**src/rtl/core/two_sided_bump_allocator_assert.svh**
```systemverilog
// Assertion macros for the two-sided bump allocator.
`ifndef TWO_SIDED_BUMP_ALLOCATOR_ASSERT_SVH
`define TWO_SIDED_BUMP_ALLOCATOR_ASSERT_SVH
`ifndef SYNTH
`define TSBA_ASSERT_SAME(label, clk, rst, cond, prop) \
  label: assert property (@(posedge clk) disable iff (rst) (cond) |-> (prop)) \
    else $error("assertion failed");
`define TSBA_ASSERT_NEXT(label, clk, rst, cond, prop) \
  label: assert property (@(posedge clk) disable iff (rst) (cond) |=> (prop)) \
    else $error("assertion failed");
`else
`define TSBA_ASSERT_SAME(label, clk, rst, cond, prop)
`define TSBA_ASSERT_NEXT(label, clk, rst, cond, prop)
`endif
`endif

```
**src/rtl/core/tsba_pkg.sv**
```systemverilog
// Shared types and constants for the two-sided bump allocator.
package tsba_pkg;

  localparam int ADDR_BITS_DEFAULT = 32;
  localparam int DATA_W = 32;
  localparam int CFG_INDEX_W = 2;

  localparam logic [7:0] ALIGN_16_M1  = 8'h0f;
  localparam logic [7:0] ALIGN_64_M1  = 8'h3f;
  localparam logic [7:0] ALIGN_256_M1 = 8'hff;

  typedef enum logic {
    ACT_ALLOC  = 1'b0,
    ACT_REINIT = 1'b1
  } action_t;

  typedef enum logic [1:0] {
    ALIGN_16  = 2'd0,
    ALIGN_64  = 2'd1,
    ALIGN_256 = 2'd2
  } align_t;

  typedef enum logic [1:0] {
    ST_OK     = 2'd0,
    ST_OOM    = 2'd1,
    ST_ZERO   = 2'd2,
    ST_REINIT = 2'd3
  } status_t;

  typedef enum logic [CFG_INDEX_W-1:0] {
    REG_GLOBAL_BASE = 2'd0,
    REG_GLOBAL_SIZE = 2'd1,
    REG_DEBUG_BASE  = 2'd2,
    REG_DEBUG_SIZE  = 2'd3
  } cfg_reg_t;

  typedef struct packed {
    action_t           action;
    logic              heap_select;
    logic              from_top;
    logic [1:0]        alignment;
    logic [DATA_W-1:0] request_size;
    logic              zero_fill;
  } req_t;

  typedef struct packed {
    logic [DATA_W-1:0] address;
    status_t           status;
    logic              clear_request;
    logic [DATA_W-1:0] bottom_used;
  } res_t;

endpackage

```
**src/rtl/core/tsba_cfg.sv**
```systemverilog
// Heap configuration registers and the pointer values they load at reinit.
module tsba_cfg #(
  parameter int ADDR_BITS = tsba_pkg::ADDR_BITS_DEFAULT
) (
  input  logic                                clk,
  input  logic                                rst,
  input  logic                                cfg_valid,
  output logic                                cfg_ready,
  input  logic [tsba_pkg::CFG_INDEX_W-1:0]    cfg_index,
  input  logic [tsba_pkg::DATA_W-1:0]         cfg_data,
  output logic [1:0][ADDR_BITS-1:0]           load_base,
  output logic [1:0][ADDR_BITS-1:0]           load_top
);

  logic [1:0][tsba_pkg::DATA_W-1:0] base;
  logic [1:0][tsba_pkg::DATA_W-1:0] size;

  assign cfg_ready = 1'b1;

  always_ff @(posedge clk) begin
    if (rst) begin
      base <= '0;
      size <= '0;
    end else if (cfg_valid && cfg_ready) begin
      case (cfg_index)
        tsba_pkg::REG_GLOBAL_BASE: base[0] <= cfg_data;
        tsba_pkg::REG_GLOBAL_SIZE: size[0] <= cfg_data;
        tsba_pkg::REG_DEBUG_BASE:  base[1] <= cfg_data;
        tsba_pkg::REG_DEBUG_SIZE:  size[1] <= cfg_data;
        default: ;
      endcase
    end
  end

  // The top end saturates at the highest address when base plus size wraps.
  always_comb begin
    logic [ADDR_BITS:0] sum;
    for (int h = 0; h < 2; h++) begin
      load_base[h] = ADDR_BITS'(base[h]);
      sum = {1'b0, ADDR_BITS'(base[h])} + {1'b0, ADDR_BITS'(size[h])};
      load_top[h] = sum[ADDR_BITS] ? '1 : sum[ADDR_BITS-1:0];
    end
  end

endmodule

```
**src/rtl/core/tsba_alloc.sv**
```systemverilog
// Single-pass allocation datapath for one heap: alignment, bounds and result.
module tsba_alloc #(
  parameter int ADDR_BITS = tsba_pkg::ADDR_BITS_DEFAULT
) (
  input  tsba_pkg::req_t        req,
  input  logic [ADDR_BITS-1:0]  lo_ptr,
  input  logic [ADDR_BITS-1:0]  hi_ptr,
  input  logic [ADDR_BITS-1:0]  lo_base,
  output tsba_pkg::res_t        res,
  output logic                  bot_wr,
  output logic                  top_wr,
  output logic [ADDR_BITS-1:0]  new_ptr
);

  localparam int CW = ((ADDR_BITS > tsba_pkg::DATA_W) ? ADDR_BITS : tsba_pkg::DATA_W) + 1;

  logic [ADDR_BITS-1:0] am1;
  logic [ADDR_BITS-1:0] mask;
  logic [ADDR_BITS:0]   bsum;
  logic                 bwrap;
  logic [ADDR_BITS-1:0] bstart;
  logic [CW-1:0]        size_c;
  logic [CW-1:0]        bend;
  logic [CW-1:0]        tdiff;
  logic [ADDR_BITS-1:0] tstart;
  logic [ADDR_BITS-1:0] addr;
  logic [ADDR_BITS-1:0] bot_after;

  always_comb begin
    case (req.alignment)
      tsba_pkg::ALIGN_64:  am1 = ADDR_BITS'(tsba_pkg::ALIGN_64_M1);
      tsba_pkg::ALIGN_256: am1 = ADDR_BITS'(tsba_pkg::ALIGN_256_M1);
      default:             am1 = ADDR_BITS'(tsba_pkg::ALIGN_16_M1);
    endcase
  end

  assign mask   = ~am1;
  assign bsum   = {1'b0, lo_ptr} + {1'b0, am1};
  assign bwrap  = bsum[ADDR_BITS];
  assign bstart = bsum[ADDR_BITS-1:0] & mask;
  assign size_c = CW'(req.request_size);
  assign bend   = CW'(bstart) + size_c;
  assign tdiff  = CW'(hi_ptr) - size_c;
  assign tstart = ADDR_BITS'(tdiff) & mask;

  always_comb begin
    res.status        = tsba_pkg::ST_OK;
    res.clear_request = 1'b0;
    bot_wr            = 1'b0;
    top_wr            = 1'b0;
    new_ptr           = bend[ADDR_BITS-1:0];
    addr              = '0;
    if (req.action == tsba_pkg::ACT_REINIT) begin
      res.status = tsba_pkg::ST_REINIT;
    end else if (!req.from_top) begin
      if (size_c == '0) begin
        addr       = bstart;
        res.status = tsba_pkg::ST_ZERO;
      end else if (bwrap || size_c > CW'(~bstart) || CW'(hi_ptr) < bend) begin
        res.status = tsba_pkg::ST_OOM;
      end else begin
        bot_wr            = 1'b1;
        addr              = bstart;
        res.clear_request = req.zero_fill;
      end
    end else begin
      new_ptr = tstart;
      if (size_c == '0) begin
        addr       = hi_ptr & mask;
        res.status = tsba_pkg::ST_ZERO;
      end else if (size_c > CW'(hi_ptr) || lo_ptr >= tstart) begin
        res.status = tsba_pkg::ST_OOM;
      end else begin
        top_wr            = 1'b1;
        addr              = tstart;
        res.clear_request = req.zero_fill;
      end
    end
    // After a reinit the bottom pointer equals its base, so usage reads zero.
    bot_after   = bot_wr ? new_ptr : lo_ptr;
    res.address = tsba_pkg::DATA_W'(addr);
    res.bottom_used = (req.action == tsba_pkg::ACT_REINIT) ? '0 :
                      tsba_pkg::DATA_W'(bot_after - lo_base);
  end

endmodule

```
**src/rtl/core/two_sided_bump_allocator.sv**
```systemverilog
// Top level of the two-sided bump allocator: beat registers and heap pointers.
//
//  channel  direction  handshake            payload
//  in       input      in_valid / in_stall  action heap_select from_top alignment
//                                           request_size zero_fill
//  out      output     out_valid/out_stall  address status clear_request bottom_used
//  cfg      input      cfg_valid/cfg_ready  cfg_index cfg_data
//
// One beat per cycle while out_stall is low; a beat sits in the input register while
// align, add and compare act on it; result and pointer write back share an edge.
// Reset clears the configuration registers and all heap pointers to zero.
// A stalled result holds the input register, which then stalls the input side.
`include "two_sided_bump_allocator_assert.svh"
module two_sided_bump_allocator #(
  parameter int ADDR_BITS = tsba_pkg::ADDR_BITS_DEFAULT
) (
  input  logic                             clk,
  input  logic                             rst,
  input  logic                             in_valid,
  output logic                             in_stall,
  input  logic                             action,
  input  logic                             heap_select,
  input  logic                             from_top,
  input  logic [1:0]                       alignment,
  input  logic [tsba_pkg::DATA_W-1:0]      request_size,
  input  logic                             zero_fill,
  output logic                             out_valid,
  input  logic                             out_stall,
  output logic [tsba_pkg::DATA_W-1:0]      address,
  output logic [1:0]                       status,
  output logic                             clear_request,
  output logic [tsba_pkg::DATA_W-1:0]      bottom_used,
  input  logic                             cfg_valid,
  output logic                             cfg_ready,
  input  logic [tsba_pkg::CFG_INDEX_W-1:0] cfg_index,
  input  logic [tsba_pkg::DATA_W-1:0]      cfg_data
);

  logic                        in_full;
  tsba_pkg::req_t              in_req;
  tsba_pkg::res_t              out_res;
  tsba_pkg::res_t              res;
  logic                        advance;
  logic                        accept;
  logic                        bot_wr;
  logic                        top_wr;
  logic [ADDR_BITS-1:0]        new_ptr;
  logic [1:0][ADDR_BITS-1:0]   load_base;
  logic [1:0][ADDR_BITS-1:0]   load_top;
  logic [1:0][ADDR_BITS-1:0]   bottom_free;
  logic [1:0][ADDR_BITS-1:0]   top_ptr;
  logic [1:0][ADDR_BITS-1:0]   bottom_base;

  tsba_cfg #(.ADDR_BITS(ADDR_BITS)) u_cfg (
    .clk       (clk),
    .rst       (rst),
    .cfg_valid (cfg_valid),
    .cfg_ready (cfg_ready),
    .cfg_index (cfg_index),
    .cfg_data  (cfg_data),
    .load_base (load_base),
    .load_top  (load_top)
  );

  tsba_alloc #(.ADDR_BITS(ADDR_BITS)) u_alloc (
    .req      (in_req),
    .lo_ptr   (bottom_free[in_req.heap_select]),
    .hi_ptr   (top_ptr[in_req.heap_select]),
    .lo_base  (bottom_base[in_req.heap_select]),
    .res      (res),
    .bot_wr   (bot_wr),
    .top_wr   (top_wr),
    .new_ptr  (new_ptr)
  );

  assign advance  = in_full && (!out_valid || !out_stall);
  assign in_stall = in_full && !advance;
  assign accept   = in_valid && !in_stall;

  always_ff @(posedge clk) begin
    if (rst) begin
      in_full <= 1'b0;
    end else if (accept) begin
      in_full <= 1'b1;
    end else if (advance) begin
      in_full <= 1'b0;
    end
  end

  always_ff @(posedge clk) begin
    if (accept) begin
      in_req.action       <= tsba_pkg::action_t'(action);
      in_req.heap_select  <= heap_select;
      in_req.from_top     <= from_top;
      in_req.alignment    <= alignment;
      in_req.request_size <= request_size;
      in_req.zero_fill    <= zero_fill;
    end
  end

  always_ff @(posedge clk) begin
    if (rst) begin
      out_valid <= 1'b0;
    end else if (advance) begin
      out_valid <= 1'b1;
    end else if (!out_stall) begin
      out_valid <= 1'b0;
    end
  end

  always_ff @(posedge clk) begin
    if (advance) begin
      out_res <= res;
    end
  end

  always_ff @(posedge clk) begin
    if (rst) begin
      bottom_free <= '0;
      top_ptr     <= '0;
      bottom_base <= '0;
    end else if (advance) begin
      if (in_req.action == tsba_pkg::ACT_REINIT) begin
        bottom_free <= load_base;
        bottom_base <= load_base;
        top_ptr     <= load_top;
      end else if (bot_wr) begin
        bottom_free[in_req.heap_select] <= new_ptr;
      end else if (top_wr) begin
        top_ptr[in_req.heap_select] <= new_ptr;
      end
    end
  end

  assign address       = out_res.address;
  assign status        = out_res.status;
  assign clear_request = out_res.clear_request;
  assign bottom_used   = out_res.bottom_used;

  `TSBA_ASSERT_SAME(a_oom_no_addr, clk, rst,
                    out_valid && status == tsba_pkg::ST_OOM,
                    address == '0 && clear_request == 1'b0)
  `TSBA_ASSERT_NEXT(a_reinit_result, clk, rst,
                    advance && in_req.action == tsba_pkg::ACT_REINIT,
                    out_valid && status == tsba_pkg::ST_REINIT && bottom_used == '0)
  `TSBA_ASSERT_NEXT(a_held_item, clk, rst, in_full && !advance,
                    in_full && $stable(in_req))

endmodule

```
**config.mk**
```make
export PLATFORM = sky130hd
export DESIGN_NAME = two_sided_bump_allocator
export DESIGN_NICKNAME = d
export VERILOG_FILES = /design/src/rtl/core/tsba_pkg.sv /design/src/rtl/core/tsba_cfg.sv /design/src/rtl/core/tsba_alloc.sv /design/src/rtl/core/two_sided_bump_allocator.sv
export VERILOG_INCLUDE_DIRS = /design/src /design/src/rtl/core
export SDC_FILE = /design/constraint.sdc
export NUM_CORES = 1
export LEC_CHECK = 0
export BUFFER_PORTS_ARGS = -buffer_cell sky130_fd_sc_hd__buf_2
export CORE_MARGIN = 5
export CORE_UTILIZATION = 30
export DETAILED_ROUTE_END_ITERATION = 8
export PLACE_DENSITY = 0.48
export SYNTH_ARGS = -nofsm -noshare
export SYNTH_HDL_FRONTEND = slang
export SYNTH_SLANG_ARGS = --single-unit
```
**constraint.sdc**
```tcl
create_clock -name clk -period 11.7 [get_ports clk]
set_input_delay 1.17 -clock clk [delete_from_list [all_inputs] [get_ports clk]]
set_output_delay 1.17 -clock clk [all_outputs]
set_load 0.1 [all_outputs]
```
==> metrics <==
fmax 91.58 MHz; HP Class reg2reg; post-synthesis register bit count 423; Slowest-stage cell, CP edfxtp_1; drt drc 0; post-synthesis simple-gate area fraction 17.82%; post-synthesis adder-cell area fraction 9.898%; most used flip-flop cell after synthesis dfxtp_1; CTS tree yes; Hold Path End top_ptr[34]$_SDFFE_PP0P_; Pwr per Cell Area 132.4 mW/mm^2; Bufs and invs on worst path 5; critical path required time 12020 ps; EDFF count, synth 101; initial antenna violation count 6; die area 0.09950 mm^2; core area 0.09291 mm^2; Area growth, synth to finish 12.64%; clk_skew 31.62 ps; drt pass-1 iters 5; Detail Route Antenna Nets 0; FF/Latch Area 0.009479 mm^2; Die Y 315.4 um; Mean Syn Cell Area 8.091 um^2; hold_ws 451.8 ps; final core occ 33.93%; Peak supply drop 0.1071 mV; Post-Synth XOR/XNOR Area 4.757%; Crit. End Element flip-flop; Pleak 12.79 nW; Final Hold Fails 0; reg2reg end bottom_used[28]$_SDFFCE_PP0P_; synthesized area 0.02799 mm^2; global-route wire length before repair 157900 um; gpl congestion 0.9160; clock sink count 423; endpoints failing setup 0; Max clock buf depth 3; Synth cell types 82; vias after detailed routing 25400; fin. max-slew vios 0; Via density 5.299; routed wire length 107200 um; R2R cell count 42; Slew @ Worst Pin 1171 ps; Root Buffer clkbuf_16; yosys warns 0; Hold Buf Count CTS 0; mean routed wirelength per cell 22.38 um; Top delay family on crit path compound AO/OA/AOI/OAI gates; synthesized netlist cell count 3459; DPL Wire Length 80720 um; most used cell, CP a21o_1; nets 3798; Max-Cap Viols 0; Filler cells 9910; outcome complete, no violations; area occupied by multi-input gates 0.01725 mm^2; post-place instance area 0.02983 mm^2; clock latency on the worst-skew pair 620 ps; vias in the first global route 24070; Die X 315.4 um; Crit Path Max Fanout 33; clk slew on worst S/H paths 60 ps; layout cell share with drive strength beyond 1 9.949%; setup_tns 0 ps; CTS Buf Count 50; Compound-Gate Fraction of Synth Area 23.32%; Hold Crit Depth 2; Post-synth ARST share 0%; slew margin rel. 21.74%; largest family of logic cells by synthesized area compound AO/OA/AOI/OAI gates; design area 0.03153 mm^2; FF-to-FF Start in_req[36]$_DFFE_PP_; DRT iter0 DRCs 2285; I/O pin count 147; crit path kind reg2reg; Buffers on Ports 141; grt ovf 0; Seq/Total Area, Yosys 33.87%; initial core utilization 30.12%; largest net degree at the start of global routing 121; mux share of post-synthesis cell area 5.490%; GRT Total Usage 20.75%; Tmin final 10920 ps; CP peak stage delay 490 ps; row cnt 112; H-tree depth 2; final period utilization 93.33%; total chip power 0.004175 W; Worst Path Arrival 11240 ps; Hold Crit Start top_ptr[34]$_SDFFE_PP0P_; FF-to-FF setup slack 780 ps; crit start category flip-flop; RSZ-0062 raised after global routing no
## sequential cells by signal, indices dropped and copies added (netlist names), 2 cells and up
name and cells:
u_cfg.size 64, bottom_free 64, status 2, bottom_used 32
top_ptr 64, address 28, in_req 38, bottom_base 64
u_cfg.load_base 64
## metrics by stage
stage / setup slack, ps / instances
after floorplan: 1585 / 3462
after global placement: 364.3 / 4701
after detailed placement: 332.1 / 4701
after CTS: 281.0 / 4789
after global routing: 66.35 / 4792
final: 780.5 / 4793
## timing repair
item	in CTS	in global routing
setup endpoints to repair	0	11
hold endpoints to repair	0	0
gates resized for setup	0	5
buffers inserted	0	3
## cell type report
type                       instances  area share [%]
tap                             1254           4.977
sequential                       423           30.07
antenna                            1        0.007938
clock buffer                      73           4.596
clock inverter                    15          0.6549
multi-input combinational       2710           54.73
timing repair buffer             183           3.370
inverter                         134           1.595
## worst register-to-register path, delay by kind of cell, from the launching register on
family	cells	cell delay [ps]
adders and majority gates	4	1490
and+or+nand+nor	5	1000
muxes	1	330
AOI/OAI and AO/OA	24	5610
buffers and inverters	5	1020
DFF	1	490
xor gates and xnor gates	3	690
## metal layers
metal | wire length (um) | vias to the layer above | global-route usage (%) | share of wire, %
met2 | 45270 | 712 | 31.33 | 42
met5 | 66 | - | 0 | 0.062
li1 | - | 12460 | - | -
met3 | 6001 | 134 | 2.661 | 5.6
met1 | 52390 | 12080 | 30.87 | 49
met4 | 3521 | 10 | 6.177 | 3.3
## cells in the mapped netlist (18+ instances only)
cell      instances  area share (%)
a21o_1           87             2.3
o21ai_0         150             2.7
o21a_1           37            0.99
o31ai_1          19            0.51
ha_1            215             9.6
a22oi_1          27            0.72
inv_1           134             1.8
dfxtp_1         322              23
xnor2_1         106             3.3
nand4_1          31            0.69
nand3_1          56             1.0
nand2_1         557             7.5
a21oi_1         431             7.7
a211oi_1         80             2.1
nor2b_1          18            0.40
edfxtp_1        101              11
o211ai_1         28            0.75
nor2_1          294             3.9
clkbuf_1        150             2.0
nor3_1           49            0.88
mux2i_1         104             3.7
mux2_2           44             1.8
nand2b_1         33            0.74
o21bai_1         18            0.48
xor2_1           46             1.4
a31oi_1          29            0.65
## layout by cell type, fill, tap and decap left out, drive strengths merged, types with 19 or more instances in the layout
master  netlist  layout
mux2i       104     104
nand2b       33      33
nand2       557     557
nand3        56      56
a311oi       20      20
a21o         87      87
nor2        299     299
o21ai       158     158
clkbuf      150      74
o211ai       28      28
o31ai        19      19
nand4        31      31
nor3         50      50
o21a         37      37
inv         134     134
edfxtp      101     101
a31oi        29      29
xnor2       106     106
buf          45     182
dfxtp       322     322
ha          215     215
xor2         46      46
a21oi       431     431
a22oi        28      28
mux2         44      44
a211oi       80      80
## power breakdown
group | switching [W] | total [W] | leakage (nW) | internal (W)
combinational | 0.000674 | 0.000971 | 8.39 | 0.000297
clock | 0.000666 | 0.00159 | 0.799 | 0.000925
sequential | 0.0000519 | 0.00161 | 3.60 | 0.00156
## logic make-up (layout without fill, tap and decap cells)
kind of cell / Yosys count / count (layout)
compound gates: 1041 / 1041
xor+xnor: 152 / 152
fa+ha+maj: 219 / 219
buf+inv: 329 / 405
flops: 423 / 423
mux: 148 / 148
other cells: 2 / 6
simple gates: 1145 / 1145
## worst max path at each step
| stage | start | slack [ps] | end | cells past startpoint |
|---|---|---|---|---|
| after global routing | in_req[34]$_DFFE_PP_ | 70 | bottom_used[28]$_SDFFCE_PP0P_ | 41 |
| after floorplan | in_req[36]$_DFFE_PP_ | 1590 | bottom_used[28]$_SDFFCE_PP0P_ | 46 |
| after detailed placement | in_req[36]$_DFFE_PP_ | 330 | bottom_used[28]$_SDFFCE_PP0P_ | 41 |
| after CTS | in_req[36]$_DFFE_PP_ | 280 | bottom_used[28]$_SDFFCE_PP0P_ | 41 |
| final | in_req[36]$_DFFE_PP_ | 780 | bottom_used[28]$_SDFFCE_PP0P_ | 42 |
| after global placement | in_req[36]$_DFFE_PP_ | 360 | bottom_used[28]$_SDFFCE_PP0P_ | 41 |
No activity file was read; power rests on OpenSTA's default activity.
